<file path="src/rtl/bbr_pkg.sv">
// ----------------------------------------------------------------------------
// bbr_pkg: shared types and constants of the 3x3 RGB box blur
// Pixel, column and sum types, size limits, opcode and register indexes,
// and the helpers that clamp a frame size and divide a window sum by nine.
// ----------------------------------------------------------------------------
package bbr_pkg;

    // Frame size limits and the width of the size registers.
    localparam int MAX_WIDTH    = 2048;
    localparam int MAX_HEIGHT   = 2048;
    localparam int DIM_W        = 12;
    localparam int WIDTH_RESET  = 640;
    localparam int HEIGHT_RESET = 480;

    // Column counter indexes a line store; the row counter must reach height + 1.
    localparam int COL_W = $clog2(MAX_WIDTH);
    localparam int ROW_W = $clog2(MAX_HEIGHT + 2);

    // Channel, column-sum and window-sum widths.
    localparam int CH_W   = 8;
    localparam int PIX_W  = 3 * CH_W;
    localparam int CSUM_W = CH_W + 2;
    localparam int TSUM_W = CH_W + 4;

    // Division by nine: multiply by ceil(2^16 / 9) and keep the integer part.
    // The error stays below 1/9 for every sum of nine 8-bit values.
    localparam int RECIP_SHIFT = 16;
    localparam int RECIP_W     = 13;
    localparam int RECIP9      = 7282;
    localparam int PROD_W      = TSUM_W + RECIP_W;

    // Item kind carried in tuser.
    localparam logic OP_PIXEL = 1'b0;
    localparam logic OP_FLUSH = 1'b1;

    // Configuration register indexes.
    typedef enum logic [0:0] {
        CFG_FRAME_WIDTH  = 1'b0,
        CFG_FRAME_HEIGHT = 1'b1
    } cfg_reg_t;

    typedef struct packed {
        logic [CH_W-1:0] blue;
        logic [CH_W-1:0] green;
        logic [CH_W-1:0] red;
    } pixel_t;

    // One window column: index 0 is the oldest row, index 2 the newest.
    typedef pixel_t [2:0] column_t;

    typedef struct packed {
        logic [CSUM_W-1:0] blue;
        logic [CSUM_W-1:0] green;
        logic [CSUM_W-1:0] red;
    } csum_t;

    typedef struct packed {
        logic [TSUM_W-1:0] blue;
        logic [TSUM_W-1:0] green;
        logic [TSUM_W-1:0] red;
    } tsum_t;

    // Per-item decisions that travel with an item down the pipeline.
    typedef struct packed {
        logic has_out;
        logic border;
        logic last;
    } flags_t;

    // What the position counters decide for the item at the input.
    typedef struct packed {
        logic             adv;
        logic             draining;
        logic [COL_W-1:0] col;
        flags_t           flags;
    } item_info_t;

    // A size of zero acts as one, a size above the limit acts as the limit.
    function automatic logic [DIM_W-1:0] eff_size(input logic [DIM_W-1:0] v,
                                                  input logic [DIM_W-1:0] maxv);
        logic [DIM_W-1:0] r;
        if (v == '0) begin
            r = DIM_W'(1);
        end else if (v > maxv) begin
            r = maxv;
        end else begin
            r = v;
        end
        return r;
    endfunction

    // Truncating divide of a window sum by nine.
    function automatic logic [CH_W-1:0] div9(input logic [TSUM_W-1:0] x);
        logic [PROD_W-1:0] prod;
        prod = PROD_W'(x) * PROD_W'(RECIP9);
        return prod[RECIP_SHIFT +: CH_W];
    endfunction

endpackage

</file>
<file path="src/rtl/bbr_cell.sv">
// ----------------------------------------------------------------------------
// bbr_cell: one column cell of the 3x3 window
// Holds a column of three pixels and its per-channel sum, passes the column
// on to the next cell when the window shifts, and adds its sum to the
// running window total that flows along the row of cells.
// ----------------------------------------------------------------------------
module bbr_cell
    import bbr_pkg::*;
(
    input  logic    aclk,
    input  logic    shift_en,
    input  column_t col_in,
    input  tsum_t   part_in,
    output column_t col_out,
    output tsum_t   part_out
);

    column_t col_reg;
    csum_t   sum_reg;

    // Load the neighbor's column and its channel sums on a shift.
    always_ff @(posedge aclk) begin
        if (shift_en) begin
            col_reg       <= col_in;
            sum_reg.red   <= CSUM_W'(col_in[0].red) + CSUM_W'(col_in[1].red)
                           + CSUM_W'(col_in[2].red);
            sum_reg.green <= CSUM_W'(col_in[0].green) + CSUM_W'(col_in[1].green)
                           + CSUM_W'(col_in[2].green);
            sum_reg.blue  <= CSUM_W'(col_in[0].blue) + CSUM_W'(col_in[1].blue)
                           + CSUM_W'(col_in[2].blue);
        end
    end

    // Add this column to the running window total.
    always_comb begin
        part_out.red   = part_in.red   + TSUM_W'(sum_reg.red);
        part_out.green = part_in.green + TSUM_W'(sum_reg.green);
        part_out.blue  = part_in.blue  + TSUM_W'(sum_reg.blue);
    end

    assign col_out = col_reg;

endmodule

</file>
<file path="config.mk">
export PLATFORM = sky130hd
export DESIGN_NAME = bbr_cell
export DESIGN_NICKNAME = d
export VERILOG_FILES = /design/src/rtl/bbr_pkg.sv /design/src/rtl/bbr_cell.sv
export SDC_FILE = /design/constraint.sdc
export NUM_CORES = 1
export LEC_CHECK = 0
export ABC_AREA = 1
export BUFFER_PORTS_ARGS = -buffer_cell sky130_fd_sc_hd__buf_2
export CAP_MARGIN = 40
export CORE_MARGIN = 3
export CORE_UTILIZATION = 51
export CTS_BUF_LIST = sky130_fd_sc_hd__clkbuf_16
export DETAILED_ROUTE_END_ITERATION = 10
export GPL_ROUTABILITY_DRIVEN = 0
export PLACE_DENSITY = 0.82
export SYNTH_ARGS = -nofsm -noshare
export SYNTH_HDL_FRONTEND = slang
export SYNTH_SLANG_ARGS = --single-unit
export TNS_END_PERCENT = 10
</file>
<file path="constraint.sdc">
create_clock -name aclk -period 2.9 [get_ports aclk]
set_clock_uncertainty 0.2 [all_clocks]
set_input_delay 0.145 -clock aclk [delete_from_list [all_inputs] [get_ports aclk]]
set_output_delay 0.145 -clock aclk [all_outputs]
set_load 0.03 [all_outputs]
</file>
; Yosys cells after proc, flatten, opt, wreduce, memory -nomap -nowiden
; Index checks and enable logic that the tools add are counted.
[op_classes]
n_addsub = 9
[op_table]
columns = op, count
row1 = $add A12 B10 Y12, 3
row2 = $add A9 B8 Y10, 3
row3 = $add A8 B8 Y9, 3
[totals]
out_inout_bits = 108
word_cells = 21
regBits = 102
in_bits = 110

; Depth between registers and ports, before layout
[depth]
ltp_word = 2
ltp_mapped = 12
mapped_depth_nobuf = 12

; Worst setup path after synthesis
; No wires, ideal clock.
[synth_timing]
path_type = in2reg
from = input col_in[9] (netlist bit)
to = register sum_reg[17] (netlist bit) (data pin)
stages = 8
arrival_time_ns = 1.650
setup_slack_ns = 0.798
path_buffers = 0
setup_time_ns = 0.252
t_required_ns = 2.448
path_cell_list = fa_1 > ha_1 > inv_1 > fa_1 > o21ai_2 > nand2_1 > nand3_1 > nand2_1
[synth_via]
elab_chain_len = 2
[synth_rtl]
columns = item, line_no
row1 = start: declaration, bbr_cell.sv:12  ; input column_t col_in,
row2 = $add A8 B8 Y9, bbr_cell.sv:27  ; sum_reg.green <= CSUM_W'(col_in[0].green) + CSUM_W'(col_in[1].green)
row3 = $add A9 B8 Y10, bbr_cell.sv:28  ; + CSUM_W'(col_in[2].green);
row4 = end: declaration, bbr_cell.sv:19  ; csum_t sum_reg;
; Every way passes these cells.
; A chain may end at the register's enable or synchronous reset.

; Worst setup path in the final report
; Ends and elaborated chain as after synthesis.

==> impl_metrics.tcl <==
set metrics [dict create \
    largest_register_ffs 72 \
    dieWidth_um 118.1 \
    ys_types 19 \
    routed_wl_um 16370 \
    path_clk_slew_ps 60 \
    first_global_vias 5661 \
    met1_length_um 6143 \
    die_area_um2 13940 \
    cts_tree "built" \
    wl_met2_um 8585 \
    vias 5561 \
    coreArea_um2 12160 \
    synth.largest_area_cell "edfxtp_1" \
    syn-num-nets 848 \
    cts_max_path_buffers 2 \
    rsz0062_at_grt "false" \
    max_slew_margin_pct 65.57 \
    setup_ws_ps 281.8 \
    portBuffers 217 \
    antenna_found_initial 0 \
    synthCells 657 \
    hp-class "primary input to register" \
    antenna_left 0 \
    synthTopCellsByCount "nand2_1 (198), inv_1 (112), edfxtp_1 (102)" \
    drive_gt1_share_pct 24.92 \
    hpwl_um 12100 \
    tightest_slew_ps 516.4 \
    endpoint_kind "register" \
    dr_wl_met3_um 1086 \
    numCtsBuffers 9 \
    maxUsedRoutingLayer "met4" \
    hold_viol_final 0 \
    synth_ff_type "edfxtp_1" \
    post_cts_resized 0 \
    grt_max_degree 65 \
    total_power_mw 5.715 \
    synth_seq_cells 102 \
    final.min_clock_period_ps 2618 \
    grt_usage_pct 24.11 \
    synth_area_leaders "edfxtp_1 (48%), nand2_1 (12%), ha_1 (10%)" \
    start_kind "primary input" \
    p_leak_nw 4.425 \
    fmax_mhz 381.9 \
    layout.nets 1149 \
    tns_ps 0 \
    worst-path-max-fanout 3 \
    synth_area_um2 6405 \
    dp_slack_ps 552.9 \
    status "completed" \
    period_share_pct 90.28 \
    cts_root_buffer "clkbuf_16" \
    grt_pass1_wl_um 26960 \
    worstSetupPathType "primary input to register" \
    initial_core_util_pct 52.66 \
    cts_sinks 102 \
    netlist.area_leader.share_pct 47.82 \
    drc 0 \
    finalMaxSlewViolations 0 \
    first_iter_violations 268 \
    setup_violations 0 \
    fp.dieH_um 118.1 \
    required_ps 2800 \
    cellPowerDensity_nw_per_um2 654.3 \
    wl_per_cell_um 14.47 \
    synth_warnings 0 \
    ios 218 \
    max-cap-violations 0 \
    cp.arrival_ps 2520 \
    overflow 0 \
    area_growth_pct 36.37 \
    postSynth.asyncResetShare_pct 0 \
    first_pass_iters 4 \
    cts_max_level 3 \
    post-route-util_pct 71.82 \
    ir_worst_vdd_uv 355.5 \
    num_antenna_cells 0 \
    viasPerCell 4.917 \
    synth_edf_count 102 \
    rows 40 \
    syn_area_per_cell_um2 9.749 \
    yosysMostFrequentCell "nand2_1" \
    ys_seq_area_share_pct 47.82 \
]
==> power breakdown <==
group	leakage (nW)	switching (mW)	internal, mW
Combinational	3.29	1.74	0.879
Clock	0.143	0.521	0.663
Sequential	0.997	0.0622	1.85
==> cell type report <==
class / count / area [um^2]
clock buffer: 9 / 225.2
clock inverter: 7 / 65.06
fill: 882 / 3427
tap: 168 / 210.2
multi-input combinational: 443 / 2922
timing repair buffer: 290 / 1829
inverter: 112 / 420.4
sequential: 102 / 3063
==> cell usage in the layout (no fill, tap or decap), drive strengths merged <==
cell type and n:
nor2 35, dlygate4sd3 72, nand2 198, edfxtp 102, clkinv 5, a22oi 3, a31oi 2, a21boi 3
inv 112, o21ai 8, nand4 13, or2 3, fa 30, buf 218, ha 51, clkbuf 9
o21bai 2, bufinv 1, nand3 52, xnor2 4, xor2 23, a21oi 16, clkinvlp 1
==> metrics by stage <==
stage	hold WS [ps]	instances	area (um^2)
final	98.53	1131	8735
after global routing	114.0	1131	8735
after CTS	94.41	1131	8735
after detailed placement	137.8	1043	7724
after global placement	136.7	1043	7724
after floorplan	43.87	657	6405
==> worst paths after layout <==
kind,from,end,slack [ps],depth (start not counted)
setup / recovery,col_in[9],sum_reg[17],280,10
hold / removal,shift_en,col_out[28],100,1
==> critical path, stage by stage <==
cell and delay [ps]:
dlygate4sd3_1 560, buf_2 160, fa_1 540, ha_1 190, inv_1 60, fa_1 430
o21ai_2 220, nand2_1 90, nand3_1 70, nand2_1 50
==> kinds of logic (layout without fill, tap and decap cells) <==
logic type	Yosys count	count (layout)	synth area share, %
adder cells (fa/ha/maj)	81	81	19.34
flip-flops	102	102	47.82
AO/OA/AOI/OAI	34	34	3.067
AND/OR/NAND/NOR	301	301	19.52
buffers and inverters	112	418	6.564
XOR/XNOR	27	27	3.692
==> routing by layer <==
metal	vias up	global-route usage [%]
met1	2563	26.40
li1	2761	-
met5	-	0
met2	197	43.59
met3	40	6.535
met4	0	10.48
==> repair_timing <==
item,CTS,global route
setup buffers,0,0
endpoints found under the hold margin,72,0
hold buffers,72,0
setup endpoints to repair,0,0
No activity file was read; power rests on OpenSTA's default activity.
