`config.mk`:
```
export PLATFORM = sky130hd
export DESIGN_NAME = bbr_ctrl
export DESIGN_NICKNAME = d
export VERILOG_FILES = /design/src/rtl/bbr_pkg.sv /design/src/rtl/bbr_ctrl.sv
export SDC_FILE = /design/constraint.sdc
export NUM_CORES = 1
export LEC_CHECK = 0
export ABC_AREA = 1
export BUFFER_PORTS_ARGS = -buffer_cell sky130_fd_sc_hd__buf_2
export CAP_MARGIN = 10
export CORE_UTILIZATION = 40
export DETAILED_ROUTE_END_ITERATION = 10
export PLACE_DENSITY = 0.61
export SLEW_MARGIN = 20
export SYNTH_ARGS = -nofsm -noshare
export SYNTH_HDL_FRONTEND = slang
export SYNTH_SLANG_ARGS = --single-unit
```
`constraint.sdc`:
```
create_clock -name aclk -period 2.8 [get_ports aclk]
set_clock_uncertainty 0.2 [all_clocks]
set_input_delay 0.28 -clock aclk [delete_from_list [all_inputs] [get_ports aclk]]
set_output_delay 0.28 -clock aclk [all_outputs]
set_load 0.1 [all_outputs]
```
`src/rtl/bbr_pkg.sv`:
```
// ----------------------------------------------------------------------------
// bbr_pkg: shared types and constants of the 3x3 RGB box blur
// Pixel, column and sum types, size limits, opcode and register indexes,
// and the helpers that clamp a frame size and divide a window sum by nine.
// ----------------------------------------------------------------------------
package bbr_pkg;

    // Frame size limits and the width of the size registers.
    localparam int MAX_WIDTH    = 2048;
    localparam int MAX_HEIGHT   = 2048;
    localparam int DIM_W        = 12;
    localparam int WIDTH_RESET  = 640;
    localparam int HEIGHT_RESET = 480;

    // Column counter indexes a line store; the row counter must reach height + 1.
    localparam int COL_W = $clog2(MAX_WIDTH);
    localparam int ROW_W = $clog2(MAX_HEIGHT + 2);

    // Channel, column-sum and window-sum widths.
    localparam int CH_W   = 8;
    localparam int PIX_W  = 3 * CH_W;
    localparam int CSUM_W = CH_W + 2;
    localparam int TSUM_W = CH_W + 4;

    // Division by nine: multiply by ceil(2^16 / 9) and keep the integer part.
    // The error stays below 1/9 for every sum of nine 8-bit values.
    localparam int RECIP_SHIFT = 16;
    localparam int RECIP_W     = 13;
    localparam int RECIP9      = 7282;
    localparam int PROD_W      = TSUM_W + RECIP_W;

    // Item kind carried in tuser.
    localparam logic OP_PIXEL = 1'b0;
    localparam logic OP_FLUSH = 1'b1;

    // Configuration register indexes.
    typedef enum logic [0:0] {
        CFG_FRAME_WIDTH  = 1'b0,
        CFG_FRAME_HEIGHT = 1'b1
    } cfg_reg_t;

    typedef struct packed {
        logic [CH_W-1:0] blue;
        logic [CH_W-1:0] green;
        logic [CH_W-1:0] red;
    } pixel_t;

    // One window column: index 0 is the oldest row, index 2 the newest.
    typedef pixel_t [2:0] column_t;

    typedef struct packed {
        logic [CSUM_W-1:0] blue;
        logic [CSUM_W-1:0] green;
        logic [CSUM_W-1:0] red;
    } csum_t;

    typedef struct packed {
        logic [TSUM_W-1:0] blue;
        logic [TSUM_W-1:0] green;
        logic [TSUM_W-1:0] red;
    } tsum_t;

    // Per-item decisions that travel with an item down the pipeline.
    typedef struct packed {
        logic has_out;
        logic border;
        logic last;
    } flags_t;

    // What the position counters decide for the item at the input.
    typedef struct packed {
        logic             adv;
        logic             draining;
        logic [COL_W-1:0] col;
        flags_t           flags;
    } item_info_t;

    // A size of zero acts as one, a size above the limit acts as the limit.
    function automatic logic [DIM_W-1:0] eff_size(input logic [DIM_W-1:0] v,
                                                  input logic [DIM_W-1:0] maxv);
        logic [DIM_W-1:0] r;
        if (v == '0) begin
            r = DIM_W'(1);
        end else if (v > maxv) begin
            r = maxv;
        end else begin
            r = v;
        end
        return r;
    endfunction

    // Truncating divide of a window sum by nine.
    function automatic logic [CH_W-1:0] div9(input logic [TSUM_W-1:0] x);
        logic [PROD_W-1:0] prod;
        prod = PROD_W'(x) * PROD_W'(RECIP9);
        return prod[RECIP_SHIFT +: CH_W];
    endfunction

endpackage

```
`src/rtl/bbr_ctrl.sv`:
```
// ----------------------------------------------------------------------------
// bbr_ctrl: frame size registers and raster position counters
// Tracks the input column and row, decides for the item at the input whether
// it advances the pipeline, whether it yields a result, whether that result
// is a border pixel, and whether it closes the frame.
// ----------------------------------------------------------------------------
module bbr_ctrl
    import bbr_pkg::*;
(
    input  logic             aclk,
    input  logic             aresetn,
    input  logic             cfg_we,
    input  logic [0:0]       cfg_index,
    input  logic [DIM_W-1:0] cfg_wdata,
    input  logic             item_op,
    input  logic             take,
    output item_info_t       info
);

    logic [DIM_W-1:0] width_reg,  width_next;
    logic [DIM_W-1:0] height_reg, height_next;
    logic [COL_W-1:0] col_reg,    col_next;
    logic [ROW_W-1:0] row_reg,    row_next;

    logic [DIM_W-1:0] col_ext;
    logic [DIM_W-1:0] col_inc;
    logic [ROW_W-1:0] crow;
    logic [DIM_W-1:0] ccol;
    logic [ROW_W-1:0] h_last;
    logic [DIM_W-1:0] w_last;
    logic             wrap;

    // Position decode for the item at the input.
    always_comb begin
        col_ext = DIM_W'(col_reg);
        col_inc = col_ext + DIM_W'(1);
        wrap    = col_inc >= width_reg;
        h_last  = ROW_W'(height_reg) - ROW_W'(1);
        w_last  = width_reg - DIM_W'(1);

        if (col_reg == '0) begin
            crow = row_reg - ROW_W'(2);
            ccol = w_last;
        end else begin
            crow = row_reg - ROW_W'(1);
            ccol = col_ext - DIM_W'(1);
        end

        info.draining      = row_reg >= ROW_W'(height_reg);
        info.adv           = !(item_op == OP_FLUSH && !info.draining);
        info.col           = col_reg;
        info.flags.has_out = (row_reg >= ROW_W'(2))
                          || (row_reg == ROW_W'(1) && col_reg != '0);
        info.flags.border  = (crow == '0) || (crow >= h_last)
                          || (ccol == '0) || (ccol >= w_last);
        info.flags.last    = info.flags.has_out && (crow == h_last) && (ccol == w_last);
    end

    // Next values of the size registers and counters.
    always_comb begin
        width_next  = width_reg;
        height_next = height_reg;
        col_next    = col_reg;
        row_next    = row_reg;
        if (cfg_we) begin
            unique case (cfg_reg_t'(cfg_index))
                CFG_FRAME_WIDTH: begin
                    width_next = eff_size(cfg_wdata, DIM_W'(MAX_WIDTH));
                end
                CFG_FRAME_HEIGHT: begin
                    height_next = eff_size(cfg_wdata, DIM_W'(MAX_HEIGHT));
                end
            endcase
            col_next = '0;
            row_next = '0;
        end else if (take && info.adv) begin
            if (info.flags.last) begin
                col_next = '0;
                row_next = '0;
            end else if (wrap) begin
                col_next = '0;
                row_next = row_reg + ROW_W'(1);
            end else begin
                col_next = col_inc[COL_W-1:0];
            end
        end
    end

    always_ff @(posedge aclk) begin
        if (!aresetn) begin
            width_reg  <= DIM_W'(WIDTH_RESET);
            height_reg <= DIM_W'(HEIGHT_RESET);
            col_reg    <= '0;
            row_reg    <= '0;
        end else begin
            width_reg  <= width_next;
            height_reg <= height_next;
            col_reg    <= col_next;
            row_reg    <= row_next;
        end
    end

endmodule

```
# Word-level counts from Yosys, hierarchy flattened
# Cells that the tools add are included.
totals:
  ff_bits: 47
  input_bits: 18
  out_inout_bits: 16
  wordCells: 51
classes:
  addsub: 7
  n_lt_le_gt_ge: 6
  n_eq_ne: 3
  n_mux: 8
  bitwise: 2
  reduce_logical: 21
ops:
  columns: ["operator", "count"]
  rows:
  - ["two-way mux 12 bit", 6]
  - ["greater-or-equal comparator 12 bit", 4]
  - ["zero test 12 bit", 3]
  - ["subtractor 12 x 1 -> 12 bit, second input constant", 3]
  - ["equality test 12 bit", 2]
  - ["two-way mux 11 bit", 2]
  - ["adder 11 x 1 -> 12 bit, second input constant", 1]
  - ["adder 12 x 1 -> 12 bit, second input constant", 1]
  - ["equality test 12 x 1 -> 1 bit, second input constant", 1]
  - ["greater-or-equal comparator 12 x 2 -> 1 bit, second input constant", 1]
  - ["greater-than comparator 12 bit, second input constant", 1]
  - ["subtractor 11 x 1 -> 12 bit, second input constant", 1]
  - ["subtractor 12 x 2 -> 12 bit, second input constant", 1]
  - ["zero test 11 bit", 1]
  - ["nonzero test 11 bit", 1]
  - ["AND reduction 2 bit", 3]
  - ["logical AND 1 bit", 5]
  - ["logical OR 1 bit", 4]
  - ["zero test 1 bit", 2]
  - ["inverter 1 bit", 2]
  - ["nonzero test 2 bit", 1]
  - ["OR reduction 2 bit", 1]

# Logic depth before layout (Yosys ltp)
# Gate-level depths: netlist (run 1).
logic_depth:
  word_depth: 7
  mapped_depth: 22
  mapped_depth_nobuf: 21

# Worst setup path after synthesis (run 1)
# No wires, ideal clock.
synth_timing:
  path_type: "reg-to-output"
  startpoint: "reg col_reg[0]"
  endpoint: "out info[1] in the netlist's numbering"
  t_arrival_ns: 3.838
  required_time_ns: 2.320
  path_slack_ns: -1.518
  stages_incl_launch_ff: 19
  n_path_buf: 1
  path_cell_list: "dfxtp_1 -> inv_1 -> ha_1 -> nand2_2 -> nor2_4 -> nand2_4 -> buf_2 -> nand3_1 -> nand2_1 -> inv_1 -> ha_1 -> nand4_1 -> nor2_1 -> nand2_1 -> nand4_1 -> a21oi_1 -> nand2_1 -> nor2_1 -> nand3_1"
synth_lines:
  columns: ["element", "line_no", "text"]
  rows:
  - ["start, declared", "bbr_ctrl.sv:22", "logic [COL_W-1:0] col_reg, col_next;"]
  - ["start signal, assigned", "bbr_ctrl.sv:98", "col_reg <= col_next;"]
  - ["end, declared", "bbr_ctrl.sv:17", "output item_info_t info"]

==> run_results.csv, run 1 <==
group,metric,value,unit
outcome,outcome,"complete, but fails checks",
outcome,violations,"negative setup slack",
setup_path,start_kind,"flop",
synth,synth_cell_type_count,35,
clocking,clock_sinks,47,
finish,areaGrowthSynthToFinish,51.25,%
finish,antenna_cells,0,
synth,synth_most_common_cell,"nand2_1",
clocking,holdBufCountCts,0,
clocking,insertion_delay,0.31,ns
synth,synth_mux_area_share,0,%
placement,dp_cells,1178,
synth,yosysTopAreaCell,"dfxtp_1",
timing,final.min_clock_period,3.346,ns
clocking,cts_tree,"built",
finish,drive_above_1_share,38.95,%
finish,fin_util,62.01,%
synth,synth_compound_area_share,12.12,%
synth,yosysSeqAreaShare,18.19,%
setup_path,arrival,2.87,ns
synth,synthXorXnorAreaFrac,5.079,%
floorplanning,chipWidth,115.7,µm
clocking,clk_pin_slew,0.07,ns
synth,synth_area_leaders,"dfxtp_1 (18%), nand2_1 (16%), ha_1 (14%)",
synth,synth_edf_count,0,
setup_path,path_class,"flop to output port",
synth,ys_seq_elements,47,
timing,fin_ws,-0.5459,ns
global_routing,grt_max_degree,21,
timing,worst_hold_slack,0.09292,ns
timing,tightest_slew,1.080,ns
synth,synth_top_area_share,18.19,%
timing,rsz0062_at_grt,"yes",
power_and_ir_drop,power.leakage,0.004193,µW
timing,finalHoldViolations,0,
timing,max_slew_margin,27.92,%
route,avgViaCountPerCell,4.924,
finish,fin_nets,1120,
synth,synth-simple-area-share,38.14,%
finish,multi_input_area,4328,µm²
synth,synthAdderAreaFrac,14.03,%
timing,drv_slew,0,
setup_path,rr_worst_depth,23,
placement,place_congestion,0.8967,
global_routing,grt_usage,24.93,%
synth,synthTopCellsByCount,"nand2_1 (227), inv_1 (129), nor2_1 (87)",
placement,port_buffers,33,
synth,ys.flop_type,"dfxtp_1",
global_routing,grt_pass1_wl,25970,µm
route,drtAntennaViolNets,0,
synth,ys_async_sr_fraction,0,%
floorplanning,start_util,41.00,%
power_and_ir_drop,irDropWorstVdd,258.3,µV
timing,post-route-period-util,119.5,%
clocking,cts_buffers,5,
placement,hpwlAfterDp,12280,µm
route,num_vias,5992,
worst_hold_path,min_path_type,"input port to flop",
setup_path,cp_max_fo,6,
synth,synthesis.nets,922,
global_routing,antenna_found_initial,0,
clocking,cts_max_path_buffers,2,
synth,avgSynthCellArea,6.115,µm²
finish,fillerInstances,1177,
synth,synth_area,5174,µm²
setup_path,required,2.32,ns
clocking,cts-root-buf,"clkbuf_16",
clocking,cts_max_level,2,
worst_hold_path,hold_path_depth,3,
floorplanning,ios,34,
floorplanning,dieHeight,115.7,µm
finish,fin_cells,1217,
synth,synth_top_family_by_area,"simple AND/OR/NAND/NOR gates",
floorplanning,dieArea,13390,µm²
global_routing,grt_pass1_vias,5527,
finish,ff_latch_area,977.2,µm²
timing,setup-violations-final,25,
synth,syn_inst,846,
timing,max_freq,298.9,MHz
route,finalWirelength,17000,µm
route,drcViolationCount,0,
flow_run,cap_viol_max_count,0,
route,avgRoutedWirePerCell,13.97,µm
power_and_ir_drop,p_per_area,290.8,nW/µm²
route,first_pass_iters,5,
global_routing,overflow,0,
route,first_iter_violations,315,
floorplanning,core,12620,µm²
power_and_ir_drop,power,2276,µW
setup_path,crit_path_end_kind,"output port",
synth,yosys_warnings,0,
floorplanning,core.rowCount,41,
what timing repair did:
| action | 4_1_cts | 5_1_grt |
|---|---|---|
| setup buffers | 18 | 11 |
| gates resized for setup | 24 | 155 |
| endpoints found under the setup margin | 25 | 25 |
| gates cloned | 3 | 2 |
| pin swaps | 18 | 78 |
power breakdown:
part	internal [µW]	switching [µW]	leakage [µW]	total, µW
registers	685	19.0	0.000392	704
logic	401	455	0.00371	856
clock network	444	271	0.0000868	716
metrics by stage:
step / setup WS, ns / TNS [ns] / area (µm²)
floorplan: -0.3452 / -4.839 / 5293
global placement: -0.3640 / -7.608 / 6676
detailed placement: -0.4065 / -8.239 / 6676
CTS: -0.5642 / -8.740 / 7152
global route: -0.7091 / -13.00 / 7825
finish: -0.5459 / -8.875 / 7825
layer usage:
layer,vias to the layer above,wire length (µm),track usage (%)
met3,28,538,3.400
met5,-,0,0
met4,0,385,8.205
met2,108,8584,44.39
li1,3094,-,-
met1,2762,7492,30.89
logic make-up after synthesis:
| family | count (synthesis) |
|---|---|
| buffers and inverters | 153 |
| xor gates and xnor gates | 30 |
| AOI/OAI and AO/OA | 115 |
| and+or+nand+nor | 443 |
| DFF | 47 |
| adders and majority gates | 58 |
layout make-up:
class	count	share of cell area (%)
Clock buffer	6	1.775
Clock inverter	2	0.4477
Inverter	130	6.316
Multi-Input combinational cell	648	55.31
Sequential cell	47	12.49
Tap cell	172	2.750
Timing Repair Buffer	212	20.91
path summary, 6_finish.rpt:
kind / startpoint / to / slack [ns]
worst max register to register: col_reg[0]$_SDFFE_PP0P_ / row_reg[8]$_SDFFE_PP0P_ / -0.39
worst min register to register: height_reg[5]$_SDFFE_PN1P_ / height_reg[5]$_SDFFE_PN1P_ / 0.29
worst max-delay path: col_reg[0]$_SDFFE_PP0P_ / info[1] / -0.55
worst min-delay path: cfg_wdata[7] / height_reg[7]$_SDFFE_PN1P_ / 0.09
worst max-delay path, cell delays in order, from the launching register on:
cell and delay [ns]:
dfxtp_4 0.36, inv_4 0.06, ha_4 0.15, nand2_2 0.05, nor2_2 0.10, nand2_2 0.07
nor2_4 0.19, buf_6 0.18, nand2_2 0.06, nand2_2 0.09, buf_6 0.10, buf_4 0.09
buf_4 0.09, buf_4 0.09, buf_4 0.09, buf_4 0.09, buf_4 0.09, nand4_1 0.08
nor2_2 0.15, nand2_2 0.10, nand3_4 0.09, buf_12 0.17
cells in the final DEF, fill, tap and decap left out, drive strengths merged:
cell / count
nor2: 97
ha: 58
nand3b: 3
o21bai: 2
buf: 210
xor2: 28
or2: 1
a211oi: 1
nor4: 1
bufinv: 1
dfxtp: 47
clkinvlp: 1
nand4: 14
nand3: 68
nor3: 12
o21ai: 46
a21oi: 62
o211ai: 4
clkbuf: 8
clkinv: 1
inv: 129
nand2: 243
and2: 5
xnor2: 2
nor3b: 1
Power figures use the tool's default switching activity.
==> run 2, diff against run 1 <==
CTS_BUF_LIST = sky130_fd_sc_hd__clkbuf_16   (was not set)
==> run_results.csv, run 2 (synthesized netlist as in run 1, its figures left out) <==
group,metric,value,unit
setup_path,required,2.32,ns
power_and_ir_drop,power.leakage,0.004188,µW
clocking,cts_buffers,5,
worst_hold_path,hold_path_end,"height_reg[7]$_SDFFE_PN1P_",
flow_run,cap_viol_max_count,0,
setup_path,start_kind,"flop",
setup_path,slowest_stage,"dfxtp_4",
timing,max_slew_margin,28.51,%
placement,port_buffers,33,
route,first_iter_violations,315,
timing,drv_slew,0,
finish,fin_util,61.93,%
finish,multi_input_area,4328,µm²
route,avgRoutedWirePerCell,13.99,µm
finish,areaGrowthSynthToFinish,51.05,%
route,num_vias,5999,
finish,final_area,7815,µm²
setup_path,rr_worst_depth,23,
timing,finalSetupTns,-8.855,ns
floorplanning,dieHeight,115.7,µm
timing,final.min_clock_period,3.345,ns
worst_hold_path,min_path_type,"input port to flop",
clocking,cts_max_path_buffers,2,
global_routing,overflow,0,
clocking,insertion_delay,0.31,ns
setup_path,critPathMostFrequentCell,"buf_4",
timing,max_freq,298.9,MHz
setup_path,crit_path_end_kind,"output port",
global_routing,met1_usage,30.89,%
setup_path,ff2ff_setup_slack,-0.39,ns
placement,place_area,6676,µm²
clocking,clock_sinks,47,
worst_hold_path,min_from,"cfg_wdata[7]",
setup_path,crit_chain,"inv_4, ha_4, nand2_2, nor2_2, nand2_2, nor2_4, buf_6, nand2_2, nand2_2, buf_6, buf_4, buf_4, buf_4, buf_4, buf_4, buf_4, nand4_1, nor2_2, nand2_2, nand3_4, buf_12",
outcome,violations,"negative setup slack",
finish,drive_above_1_share,38.85,%
clocking,holdBufCountCts,0,
route,drtAntennaViolNets,0,
setup_path,max_stage_delay,0.36,ns
route,avgViaCountPerCell,4.929,
floorplanning,chipWidth,115.7,µm
finish,final_cell_mix,"nand2_1 (182), buf_4 (164), inv_1 (110)",
global_routing,antenna_found_initial,0,
timing,finalHoldViolations,0,
finish,final_common_cell,"nand2_1",
timing,setup-violations-final,25,
finish,fillerInstances,1176,
placement,hpwlAfterDp,12280,µm
route,drcViolationCount,0,
placement,place_congestion,0.8967,
floorplanning,start_util,41.00,%
clocking,cts_tree,"built",
finish,ff_latch_area,977.2,µm²
finish,antenna_cells,0,
setup_path,reg2reg_from,"col_reg[0]$_SDFFE_PP0P_",
finish,fin_nets,1120,
global_routing,busiest_layer,"met2",
clocking,cts-root-buf,"clkbuf_16",
outcome,outcome,"complete, but fails checks",
global_routing,grt_pass1_vias,5527,
floorplanning,dieArea,13390,µm²
floorplanning,ios,34,
placement,pre_cts_ws,-0.4065,ns
global_routing,grt_pass1_wl,25970,µm
floorplanning,core,12620,µm²
floorplanning,core.rowCount,41,
power_and_ir_drop,p_per_area,287.8,nW/µm²
power_and_ir_drop,irDropWorstVdd,258.3,µV
global_routing,grt_max_degree,21,
setup_path,path_class,"flop to output port",
setup_path,arrival,2.87,ns
route,first_pass_iters,5,
clocking,cts_max_level,2,
worst_hold_path,hold_path_depth,3,
timing,fin_ws,-0.5454,ns
setup_path,cp_max_fo,6,
global_routing,grt_usage,24.93,%
timing,post-route-period-util,119.5,%
global_routing,gr-usage-met2,44.39,%
global_routing,use_met3,3.400,%
clocking,clk_pin_slew,0.07,ns
timing,tightest_slew,1.071,ns
timing,rsz0062_at_grt,"yes",
route,finalWirelength,17030,µm
setup_path,r2r_end,"row_reg[8]$_SDFFE_PP0P_",
[run 2: cell count changes in the layout (fill, tap and decap cells not counted)]
cell | before | now
clkinv_1 | 0 | 1
clkbuf_8 | 1 | 0
[run 2: where the power goes]
| part | switching, µW | total, µW | leakage [µW] | internal (µW) |
|---|---|---|---|---|
| registers | 19.0 | 704 | 0.000392 | 685 |
| logic | 455 | 856 | 0.00371 | 401 |
| clock network | 272 | 689 | 0.0000812 | 417 |
| total | 746 | 2250 | 0.00419 | 1500 |
[run 2: metrics by stage]
stage                     hold WS [ns]  std cells  power, µW
after floorplan                 0.2382        846       1113
after global placement          0.2596       1178       1349
after detailed placement        0.2625       1178       1355
after CTS                      0.07885       1207       2128
after global routing            0.1129       1217       2377
final                          0.09290       1217       2249
[run 2: timing repair]
item,4_1_cts,5_1_grt
endpoints found under the setup margin,25,25
buffers inserted,18,11
pin swaps,18,78
resized for setup,24,155
gates cloned,3,2
hold endpoints to repair,0,0
[run 2: metal layers]
layer	wire [µm]	vias up	share of wire, %
li1	-	3093	-
met1	7507	2771	44
met2	8599	107	50
met3	537	28	3.2
met4	385	0	2.3
met5	0	-	0
[run 2: how the worst max path moves through the flow]
stage	to	cells past startpoint	from	slack, ns
finish	info[1]	21	col_reg[0]$_SDFFE_PP0P_	-0.55
global placement	row_reg[8]$_SDFFE_PP0P_	23	col_reg[1]$_SDFFE_PP0P_	-0.36
detailed placement	info[1]	20	col_reg[1]$_SDFFE_PP0P_	-0.41
floorplan	row_reg[0]$_SDFFE_PP0P_	20	col_reg[0]$_SDFFE_PP0P_	-0.35
global route	info[1]	17	height_reg[0]$_SDFFE_PN0P_	-0.71
CTS	info[1]	20	col_reg[0]$_SDFFE_PP0P_	-0.56
[run 2: area by class of cell]
cell class | instances | area share (%)
timing repair buffer | 212 | 20.94
clock buffer | 5 | 1.601
sequential | 47 | 12.50
inverter | 130 | 6.324
multi-input combinational | 648 | 55.38
tap | 172 | 2.754
clock inverter | 3 | 0.4963
[run 2: worst max-delay path, delay by kind of cell, from the launching register on]
family | cells | cell delay [ns]
adder cells (fa/ha/maj) | 1 | 0.15
AND/OR/NAND/NOR | 10 | 0.98
buffers and inverters | 10 | 1.05
flip-flops | 1 | 0.36
